===== config.mk =====
export PLATFORM = sky130hd
export DESIGN_NAME = delimiter_sniffer_flat
export DESIGN_NICKNAME = d
export VERILOG_FILES = /design/src/rtl/core/dls_pkg.sv /design/src/rtl/core/dls_req_if.sv /design/src/rtl/core/dls_rsp_if.sv /design/src/rtl/core/delimiter_sniffer.sv /design/src/rtl/core/dls_score.sv /design/src/flat_wrapper.sv
export SDC_FILE = /design/constraint.sdc
export NUM_CORES = 1
export LEC_CHECK = 0
export BUFFER_PORTS_ARGS = -buffer_cell sky130_fd_sc_hd__buf_4
export CORE_UTILIZATION = 65
export CTS_BUF_LIST = sky130_fd_sc_hd__clkbuf_8
export DETAILED_ROUTE_END_ITERATION = 16
export PLACE_DENSITY = 0.87
export SETUP_SLACK_MARGIN = 0.2
export SYNTH_ARGS = -nofsm -noshare
export SYNTH_HDL_FRONTEND = slang
export SYNTH_SLANG_ARGS = --single-unit

===== constraint.sdc =====
create_clock -name clock -period 17 [get_ports clock]
set_input_delay 5.1 -clock clock [delete_from_list [all_inputs] [get_ports clock]]
set_output_delay 5.1 -clock clock [all_outputs]
set_load 0.01 [all_outputs]

===== src/rtl/core/dls_pkg.sv =====
package dls_pkg;

   // sizing of the line counters and the line tally
   localparam int MAX_LINE_CHARS = 4096;
   localparam int CHECK_LINES    = 5;
   localparam int NCAND          = 4;
   localparam int CNT_W          = $clog2(MAX_LINE_CHARS + 1);
   localparam int LINE_W         = $clog2(CHECK_LINES + 1);
   localparam int SCORE_W        = 16;
   localparam int RAW_W          = CNT_W + LINE_W + 2;
   localparam int CAND_W         = $clog2(NCAND);

   // fixed payload widths
   localparam int ACTION_W = 2;
   localparam int CHAR_W   = 8;
   localparam int DELIM_W  = 3;
   localparam int USED_W   = 3;

   typedef logic [ACTION_W-1:0] action_type;
   typedef logic [CHAR_W-1:0]   char_type;
   typedef logic [DELIM_W-1:0]  delim_type;
   typedef logic [CNT_W-1:0]    count_type;
   typedef logic [LINE_W-1:0]   line_type;
   typedef logic [SCORE_W-1:0]  score_type;

   typedef logic [NCAND-1:0][CNT_W-1:0]  count_arr_type;
   typedef logic [NCAND-1:0][LINE_W-1:0] line_arr_type;

   // action codes; the spare code is ignored
   localparam action_type ACT_CHAR   = 2'd0;
   localparam action_type ACT_EOL    = 2'd1;
   localparam action_type ACT_EOS    = 2'd2;
   localparam action_type ACT_IGNORE = 2'd3;

   // reported delimiter codes
   localparam delim_type DLM_UNKNOWN = 3'd0;
   localparam delim_type DLM_COMMA   = 3'd1;
   localparam delim_type DLM_SEMI    = 3'd2;
   localparam delim_type DLM_TAB     = 3'd3;
   localparam delim_type DLM_SPACE   = 3'd4;

   // candidate slots, in tie-break order
   localparam int SLOT_TAB   = 0;
   localparam int SLOT_SPACE = 1;
   localparam int SLOT_COMMA = 2;
   localparam int SLOT_SEMI  = 3;

   localparam char_type  CAND_CHAR [NCAND] = '{8'h09, 8'h20, 8'h2C, 8'h3B};
   localparam delim_type CAND_CODE [NCAND] = '{DLM_TAB, DLM_SPACE, DLM_COMMA, DLM_SEMI};

   typedef struct packed {
      delim_type delimiter;
      score_type best_score;
      logic [USED_W-1:0] lines_used;
   } result_type;

endpackage


===== src/rtl/core/dls_req_if.sv =====
interface dls_req_if;
   logic                 valid;
   logic                 ready;
   dls_pkg::action_type  action;
   dls_pkg::char_type    character;

   modport source (output valid, action, character, input ready);
   modport sink   (input valid, action, character, output ready);
endinterface


===== src/rtl/core/dls_rsp_if.sv =====
interface dls_rsp_if;
   logic                                valid;
   logic                                ready;
   dls_pkg::delim_type                  delimiter;
   dls_pkg::score_type                  best_score;
   logic [dls_pkg::USED_W-1:0]          lines_used;

   modport source (output valid, delimiter, best_score, lines_used, input ready);
   modport sink   (input valid, delimiter, best_score, lines_used, output ready);
endinterface


===== src/rtl/core/delimiter_sniffer.sv =====
// an end-of-sample item passes the input register and then the result register to reach rsp_chan
// throughput: one item per cycle; an input register feeds a single update stage
// only an end-of-sample item waits, and only while the previous result is untaken
// synchronous active-high reset clears all counters and the input and result valid flags
module delimiter_sniffer (
   input  logic           clock,
   input  logic           reset,
   dls_req_if.sink        req_chan,
   dls_rsp_if.source      rsp_chan
);

   logic                    s1_valid_ff, s1_valid_in;
   dls_pkg::action_type     s1_action_ff;
   dls_pkg::char_type       s1_char_ff;

   dls_pkg::count_arr_type  line_cnt_ff, line_cnt_in;
   dls_pkg::count_arr_type  first_cnt_ff, first_cnt_in;
   dls_pkg::line_arr_type   match_ff, match_in;
   dls_pkg::line_type       lines_ff, lines_in;

   logic                    rsp_valid_ff, rsp_valid_in;
   dls_pkg::result_type     rsp_ff, rsp_in;
   dls_pkg::result_type     score_res;

   logic                    advance;
   logic                    req_xfer;
   logic                    is_eos;

   // stage one moves on unless it holds end of sample and the result is still waiting
   assign is_eos         = (s1_action_ff == dls_pkg::ACT_EOS);
   assign advance        = s1_valid_ff && (!is_eos || !rsp_valid_ff || rsp_chan.ready);
   assign req_chan.ready = !s1_valid_ff || advance;
   assign req_xfer       = req_chan.valid && req_chan.ready;

   assign s1_valid_in = req_xfer ? 1'b1 : (advance ? 1'b0 : s1_valid_ff);

   dls_score u_score (
      .first_counts (first_cnt_ff),
      .matching     (match_ff),
      .lines_seen   (lines_ff),
      .result       (score_res)
   );

   // counter update for the item in stage one
   always_comb begin
      line_cnt_in  = line_cnt_ff;
      first_cnt_in = first_cnt_ff;
      match_in     = match_ff;
      lines_in     = lines_ff;
      if (advance) begin
         case (s1_action_ff)
            dls_pkg::ACT_CHAR: begin
               for (int i = 0; i < dls_pkg::NCAND; i++) begin
                  if (s1_char_ff == dls_pkg::CAND_CHAR[i] &&
                      line_cnt_ff[i] < dls_pkg::CNT_W'(dls_pkg::MAX_LINE_CHARS)) begin
                     line_cnt_in[i] = line_cnt_ff[i] + 1'b1;
                  end
               end
            end
            dls_pkg::ACT_EOL: begin
               for (int i = 0; i < dls_pkg::NCAND; i++) begin
                  if (lines_ff == '0) begin
                     first_cnt_in[i] = line_cnt_ff[i];
                     match_in[i]     = dls_pkg::LINE_W'(1);
                  end else if (lines_ff < dls_pkg::LINE_W'(dls_pkg::CHECK_LINES)) begin
                     if (line_cnt_ff[i] == first_cnt_ff[i]) begin
                        match_in[i] = match_ff[i] + 1'b1;
                     end
                  end
                  line_cnt_in[i] = '0;
               end
               if (lines_ff < dls_pkg::LINE_W'(dls_pkg::CHECK_LINES)) begin
                  lines_in = lines_ff + 1'b1;
               end
            end
            dls_pkg::ACT_EOS: begin
               line_cnt_in  = '0;
               first_cnt_in = '0;
               match_in     = '0;
               lines_in     = '0;
            end
            default: begin
            end
         endcase
      end
   end

   // result register loads on end of sample, drops after its transfer
   always_comb begin
      rsp_in = rsp_ff;
      if (advance && is_eos) begin
         rsp_valid_in = 1'b1;
         rsp_in       = score_res;
      end else if (rsp_chan.ready) begin
         rsp_valid_in = 1'b0;
      end else begin
         rsp_valid_in = rsp_valid_ff;
      end
   end

   // control and counters
   always_ff @(posedge clock) begin
      if (reset) begin
         s1_valid_ff  <= 1'b0;
         rsp_valid_ff <= 1'b0;
         line_cnt_ff  <= '0;
         first_cnt_ff <= '0;
         match_ff     <= '0;
         lines_ff     <= '0;
      end else begin
         s1_valid_ff  <= s1_valid_in;
         rsp_valid_ff <= rsp_valid_in;
         line_cnt_ff  <= line_cnt_in;
         first_cnt_ff <= first_cnt_in;
         match_ff     <= match_in;
         lines_ff     <= lines_in;
      end
   end

   // payload registers
   always_ff @(posedge clock) begin
      if (req_xfer) begin
         s1_action_ff <= req_chan.action;
         s1_char_ff   <= req_chan.character;
      end
      rsp_ff <= rsp_in;
   end

   assign rsp_chan.valid      = rsp_valid_ff;
   assign rsp_chan.delimiter  = rsp_ff.delimiter;
   assign rsp_chan.best_score = rsp_ff.best_score;
   assign rsp_chan.lines_used = rsp_ff.lines_used;

endmodule


===== src/rtl/core/dls_score.sv =====
module dls_score (
   input  dls_pkg::count_arr_type first_counts,
   input  dls_pkg::line_arr_type  matching,
   input  dls_pkg::line_type      lines_seen,
   output dls_pkg::result_type    result
);

   logic [dls_pkg::RAW_W-1:0]    raw   [dls_pkg::NCAND];
   logic [dls_pkg::RAW_W-1:0]    prod  [dls_pkg::NCAND];
   dls_pkg::score_type           sat   [dls_pkg::NCAND];
   dls_pkg::score_type           best;
   logic [dls_pkg::CAND_W-1:0]   win;

   // per-candidate score with priority scaling, saturated to the output width
   always_comb begin
      for (int i = 0; i < dls_pkg::NCAND; i++) begin
         prod[i] = dls_pkg::RAW_W'(first_counts[i]) * dls_pkg::RAW_W'(matching[i]);
         if (i == dls_pkg::SLOT_TAB) begin
            raw[i] = prod[i] << 1;
         end else if (i == dls_pkg::SLOT_SEMI) begin
            raw[i] = (prod[i] + (prod[i] << 1)) >> 1;
         end else begin
            raw[i] = prod[i];
         end
         if (raw[i] > dls_pkg::RAW_W'({dls_pkg::SCORE_W{1'b1}})) begin
            sat[i] = '1;
         end else begin
            sat[i] = raw[i][dls_pkg::SCORE_W-1:0];
         end
      end
   end

   // strictly greater wins, so ties stay with the earlier candidate
   always_comb begin
      best = sat[0];
      win  = '0;
      for (int i = 1; i < dls_pkg::NCAND; i++) begin
         if (sat[i] > best) begin
            best = sat[i];
            win  = dls_pkg::CAND_W'(i);
         end
      end
   end

   // no ended line gives an unknown delimiter
   always_comb begin
      result.lines_used = dls_pkg::USED_W'(lines_seen);
      if (lines_seen == '0) begin
         result.delimiter  = dls_pkg::DLM_UNKNOWN;
         result.best_score = '0;
      end else begin
         result.delimiter  = dls_pkg::CAND_CODE[win];
         result.best_score = best;
      end
   end

endmodule


===== src/flat_wrapper.sv =====
// flat-port wrapper written by rule: the top's interface ports become plain ports
module delimiter_sniffer_flat 
  (clock, reset, req_chan_valid, req_chan_action, req_chan_character, req_chan_ready, rsp_chan_valid, rsp_chan_delimiter, rsp_chan_best_score, rsp_chan_lines_used, rsp_chan_ready);
  dls_req_if req_chan_i ();
  dls_rsp_if rsp_chan_i ();
  input  logic clock;
  input  logic reset;
  input wire logic [$bits(req_chan_i.valid)-1:0] req_chan_valid;
  input wire logic [$bits(req_chan_i.action)-1:0] req_chan_action;
  input wire logic [$bits(req_chan_i.character)-1:0] req_chan_character;
  output wire logic [$bits(req_chan_i.ready)-1:0] req_chan_ready;
  output wire logic [$bits(rsp_chan_i.valid)-1:0] rsp_chan_valid;
  output wire logic [$bits(rsp_chan_i.delimiter)-1:0] rsp_chan_delimiter;
  output wire logic [$bits(rsp_chan_i.best_score)-1:0] rsp_chan_best_score;
  output wire logic [$bits(rsp_chan_i.lines_used)-1:0] rsp_chan_lines_used;
  input wire logic [$bits(rsp_chan_i.ready)-1:0] rsp_chan_ready;
  assign req_chan_i.valid = req_chan_valid;
  assign req_chan_i.action = req_chan_action;
  assign req_chan_i.character = req_chan_character;
  assign req_chan_ready = req_chan_i.ready;
  assign rsp_chan_valid = rsp_chan_i.valid;
  assign rsp_chan_delimiter = rsp_chan_i.delimiter;
  assign rsp_chan_best_score = rsp_chan_i.best_score;
  assign rsp_chan_lines_used = rsp_chan_i.lines_used;
  assign rsp_chan_i.ready = rsp_chan_ready;
  delimiter_sniffer u_core (.clock(clock), .reset(reset), .req_chan(req_chan_i), .rsp_chan(rsp_chan_i));
endmodule

Word-level counts from Yosys, hierarchy flattened
Index checks and enable logic that the tools add are counted.
{"block": "op_classes", "add_sub_neg": 10, "multipliers": 4, "n_div": 0, "magnitude_cmp": 13, "n_eq_ne": 21, "shift": 0, "muxes": 42, "bitwise": 1, "n_reduce_logical": 30}
{"operator": "$pmux W52 S2", "n": 2}
{"operator": "$mux W16", "n": 7}
{"operator": "$mux W13", "n": 8}
{"operator": "$mul A13 B3 Y16", "n": 4}
{"operator": "$add A13 B1 Y13 const B", "n": 4}
{"operator": "$eq A13 B13 Y1", "n": 4}
{"operator": "$lt A13 B13 Y1 const B", "n": 4}
{"operator": "$gt A16 B16 Y1", "n": 3}
{"operator": "$mux W3", "n": 15}
{"operator": "$gt A17 B16 Y1 const B", "n": 2}
{"operator": "$gt A16 B16 Y1 const B", "n": 2}
{"operator": "$eq A8 B6 Y1 const B", "n": 3}
{"operator": "$pmux W12 S2", "n": 1}
{"operator": "$add A16 B17 Y18", "n": 1}
{"operator": "$reduce_and A3 Y1", "n": 6}
{"operator": "$reduce_and A4 Y1", "n": 4}
{"operator": "$add A3 B1 Y3 const B", "n": 5}
{"operator": "$ne A3 B1 Y1 const B", "n": 5}
{"operator": "$ne A2 B1 Y1 const B", "n": 6}
{"operator": "$eq A8 B4 Y1 const B", "n": 1}
{"operator": "$reduce_bool A2 Y1", "n": 4}
{"operator": "$logic_and A1 B1 Y1", "n": 7}
{"operator": "$bmux W3 S2", "n": 1}
{"operator": "$pmux W3 S2", "n": 1}
{"operator": "12 further kinds", "n": 21}
{"block": "word_totals", "regBits": 153, "latchBits": 0, "ramBits": 0, "romBits": 0, "word_cells": 141, "memories": 0}

Longest topological paths before layout
{"block": "logic_depth", "ltp_word": 13, "ltp_mapped": 42}

By module
From an unflattened synthesis, not the netlist that was laid out.
{"block": "unflattened", "hier_cells": 1820, "area_unflattened_um2": 14482.6}
{"mod": "delimiter_sniffer", "n_inst": 1, "cells_per_inst": 828, "area_each_um2": 7479.7, "seq_area_each_um2": 3383.2}
{"mod": "dls_score", "n_inst": 1, "cells_per_inst": 992, "area_each_um2": 7003.0, "seq_area_each_um2": 0.0}

Least setup slack after synthesis
Ideal clock, no wire load.
{"block": "synth_path", "path_kind": "in2out", "start": "input rsp_chan_ready", "end": "output req_chan_ready", "t_arrival_ns": 5.412, "t_required_ns": 11.900, "setup_slack_ns": 6.488, "stages": 2, "path_cell_list": "nor2b_1 > nand3_1"}
{"block": "synth_between", "elab_chain_len": 3}
{"item": "start, declared", "line": "flat_wrapper.sv:16", "source": "input wire logic [$bits(rsp_chan_i.ready)-1:0] rsp_chan_ready;"}
{"item": "$logic_or A1 B1 Y1", "line": "delimiter_sniffer.sv:31", "source": "assign advance = s1_valid_ff && (!is_eos || !rsp_valid_ff || rsp_chan.ready);"}
{"item": "$logic_and A1 B1 Y1", "line": "delimiter_sniffer.sv:31"}
{"item": "$logic_or A1 B1 Y1", "line": "delimiter_sniffer.sv:32", "source": "assign req_chan.ready = !s1_valid_ff || advance;"}
{"item": "end, declared", "line": "flat_wrapper.sv:11", "source": "output wire logic [$bits(req_chan_i.ready)-1:0] req_chan_ready;"}
No other way between the ends.

Worst setup path after layout
Same ends and word-level chain as after synthesis.

==> impl_metrics.ini <==
[status]
status = finished, final reports clean

[power]
power_mw = 0.693
ir_drop_mv = 0.0519
leakage_nw = 6.58
power_density_mw_per_mm2 = 47.6

[setup_path]
cpPeakStageDelay_ns = 0.18
crit_chain = buf_4 > nor2b_1 > nand3_1 > buf_4
crit_path_max_fanout = 3
arrival_ns = 5.71
crit_path_start_kind = input pin
worstPathRequired_ns = 11.90
cp-end-kind = primary output
crit_slowest_cell = nor2b_1
crit_top_cell = buf_4
worstSetupPathType = in -> out

[clocking]
clock_sinks = 153
cts_buffers = 17
cts_tree = yes
clk_latency_ns = 0.47
cts-root-buf = clkbuf_8
post_cts_resize_count = 0
ctsHoldBuffers = 0
post_cts_buffers = 0
htree_levels = 4
clk_path_buf_depth = 2
cts.reportedPaths.clkPinSlew_ns = 0.09

[floorplan]
dieArea_mm2 = 0.0217
fp.coreArea_mm2 = 0.0205
io_pins = 38
die_x_um = 147
row_count = 52
initial_core_util = 0.671
die_y_um = 147

[yosys]
synth_fp_nets = 1916
yosysUniqueCellTypes = 74
synth-seq-area-share = 0.246
synth_edf_count = 32
ys.flop_type = dfxtp_1
synthTopCellsByArea = dfxtp_1, ha_1, fa_1, edfxtp_1, nand2_1
yosysWarnings = 0
synth_seq_cells = 153
synth_top_area_cell = dfxtp_1
avgSynthCellArea_um2 = 8.01
yosys.area.top_type_share = 0.176
post_synth_inst_count = 1716
syn_area_mm2 = 0.0137
async_flop_share = 0

[global_routing]
grt_start_max_net_pins = 105
grt_pass1_wl_um = 52000
antenna_found_initial = 0
grt_overflow = 0
grt_usage = 0.294
grt_pass1_vias = 11200

[timing]
setup_slack_ns = 6.19
hold_viol_final = 0
finClkSkew_ns = 0.00913
setup_viol = 0
fin_crit_ns = 10.81
timing.hold.ws_ns = 0.533
timing.fmax_ghz = 0.0925
rsz0062_at_grt = false
setup_tns_ns = 0
worstMarginPinSlew_ns = 1.21
fin_crit_sh = 0.636
drv_slew = 0
max-slew-margin-rel = 0.196

[finish]
multiInputGateArea_mm2 = 0.00969
n_fill_cell = 1598
drive_gt1_frac = 0.0583
layout_commonest_cell = nand2_1
mostFrequentLayoutCells = nand2_1, nor2_1, a21oi_1
synthToLayoutAreaGrowth_pct = 5.86
diodes = 0
nets = 1918
regArea_mm2 = 0.00338

[placement]
portBuffers = 37
dp_hpwl_um = 24100
routabilityCongestion = 0.927
dp_slack_ns = 6.20

[route]
vias = 12100
drt_iter0_markers = 914
drtAntennaViolNets = 0
firstDrtPassIters = 5
wire_per_inst_um = 15.8
viasPerCell = 6.07
routed_wl_um = 31500
drc_errors = 0

[flow_run]
maxCapViolCount = 0

[min_path]
hp-class = reg -> reg
-- metal layers --
layer | track usage | up-vias | routed length, um
met1 | 0.400 | 5712 | 14100
met5 | 0 | - | 0
met4 | 0.0954 | 0 | 690
met3 | 0.0432 | 50 | 2210
li1 | - | 5982 | -
met2 | 0.480 | 402 | 14500
-- cells by family after synthesis --
logic type,count (synthesis),synth area share
AND/OR/NAND/NOR,676,0.243
adder cells (fa/ha/maj),186,0.196
XOR/XNOR,126,0.0803
flip-flops,153,0.246
multiplexers,14,0.0104
buffers and inverters,179,0.0500
AO/OA/AOI/OAI,382,0.174
-- registers in the layout, summed over array words and instances, names as in the netlist, 3 cells and up --
signal,count
u_core.first_cnt_ff,52
u_core.line_cnt_ff,52
u_core.lines_ff,3
u_core.match_ff,12
u_core.rsp_chan.best_score,16
u_core.rsp_chan.delimiter,3
u_core.rsp_chan.lines_used,3
u_core.s1_char_ff,8
-- area by class of cell --
type,count,area share
inverters,120,0.0309
clock inverters,14,0.00868
repair buffers,42,0.0217
multi-input cells,1384,0.666
clock buffers,18,0.0170
flip-flops and latches,153,0.232
well taps,270,0.0232
-- power breakdown --
group	leakage [nW]	internal [mW]	switching, mW
sequential	1.30	0.373	0.00479
combinational	5.09	0.0125	0.0300
clock	0.189	0.111	0.161
total	6.58	0.497	0.196
-- metrics by stage --
| stage | cells | area, um^2 | utilization |
|---|---|---|---|
| detailed placement | 1969 | 14200 | 0.692 |
| floorplan | 1716 | 13700 | - |
| global route | 2001 | 14600 | 0.710 |
| finish | 2001 | 14600 | 0.710 |
| CTS | 2001 | 14600 | 0.710 |
| global placement | 1969 | 14200 | 0.692 |
-- worst max-delay path: cells and delay by family --
kind,cells,cell delay [ns]
simple gates,2,0.32
buf+inv,2,0.28
-- synthesized netlist by cell type (all sizes together) (27+ instances only) --
cell    number
nand2      216
nor2       160
a21oi      148
ha         137
dfxtp      121
inv        120
o21ai       89
xor2        69
xnor2       57
nor3b       52
and2        49
clkbuf      49
fa          49
edfxtp      32
nor3        27
-- path summary, 6_finish.rpt --
kind                       from                            end  slack [ns]  depth (start not counted)
min reg2reg  u_core.lines_ff[2]  u_core.rsp_chan.lines_used[2]        0.53                          0
max reg2reg  u_core.match_ff[5]   u_core.rsp_chan.delimiter[1]        6.73                         34
min          u_core.lines_ff[2]  u_core.rsp_chan.lines_used[2]        0.53                          0
max              rsp_chan_ready                 req_chan_ready        6.19                          4
Note: power is estimated with default switching activity, not from simulation.
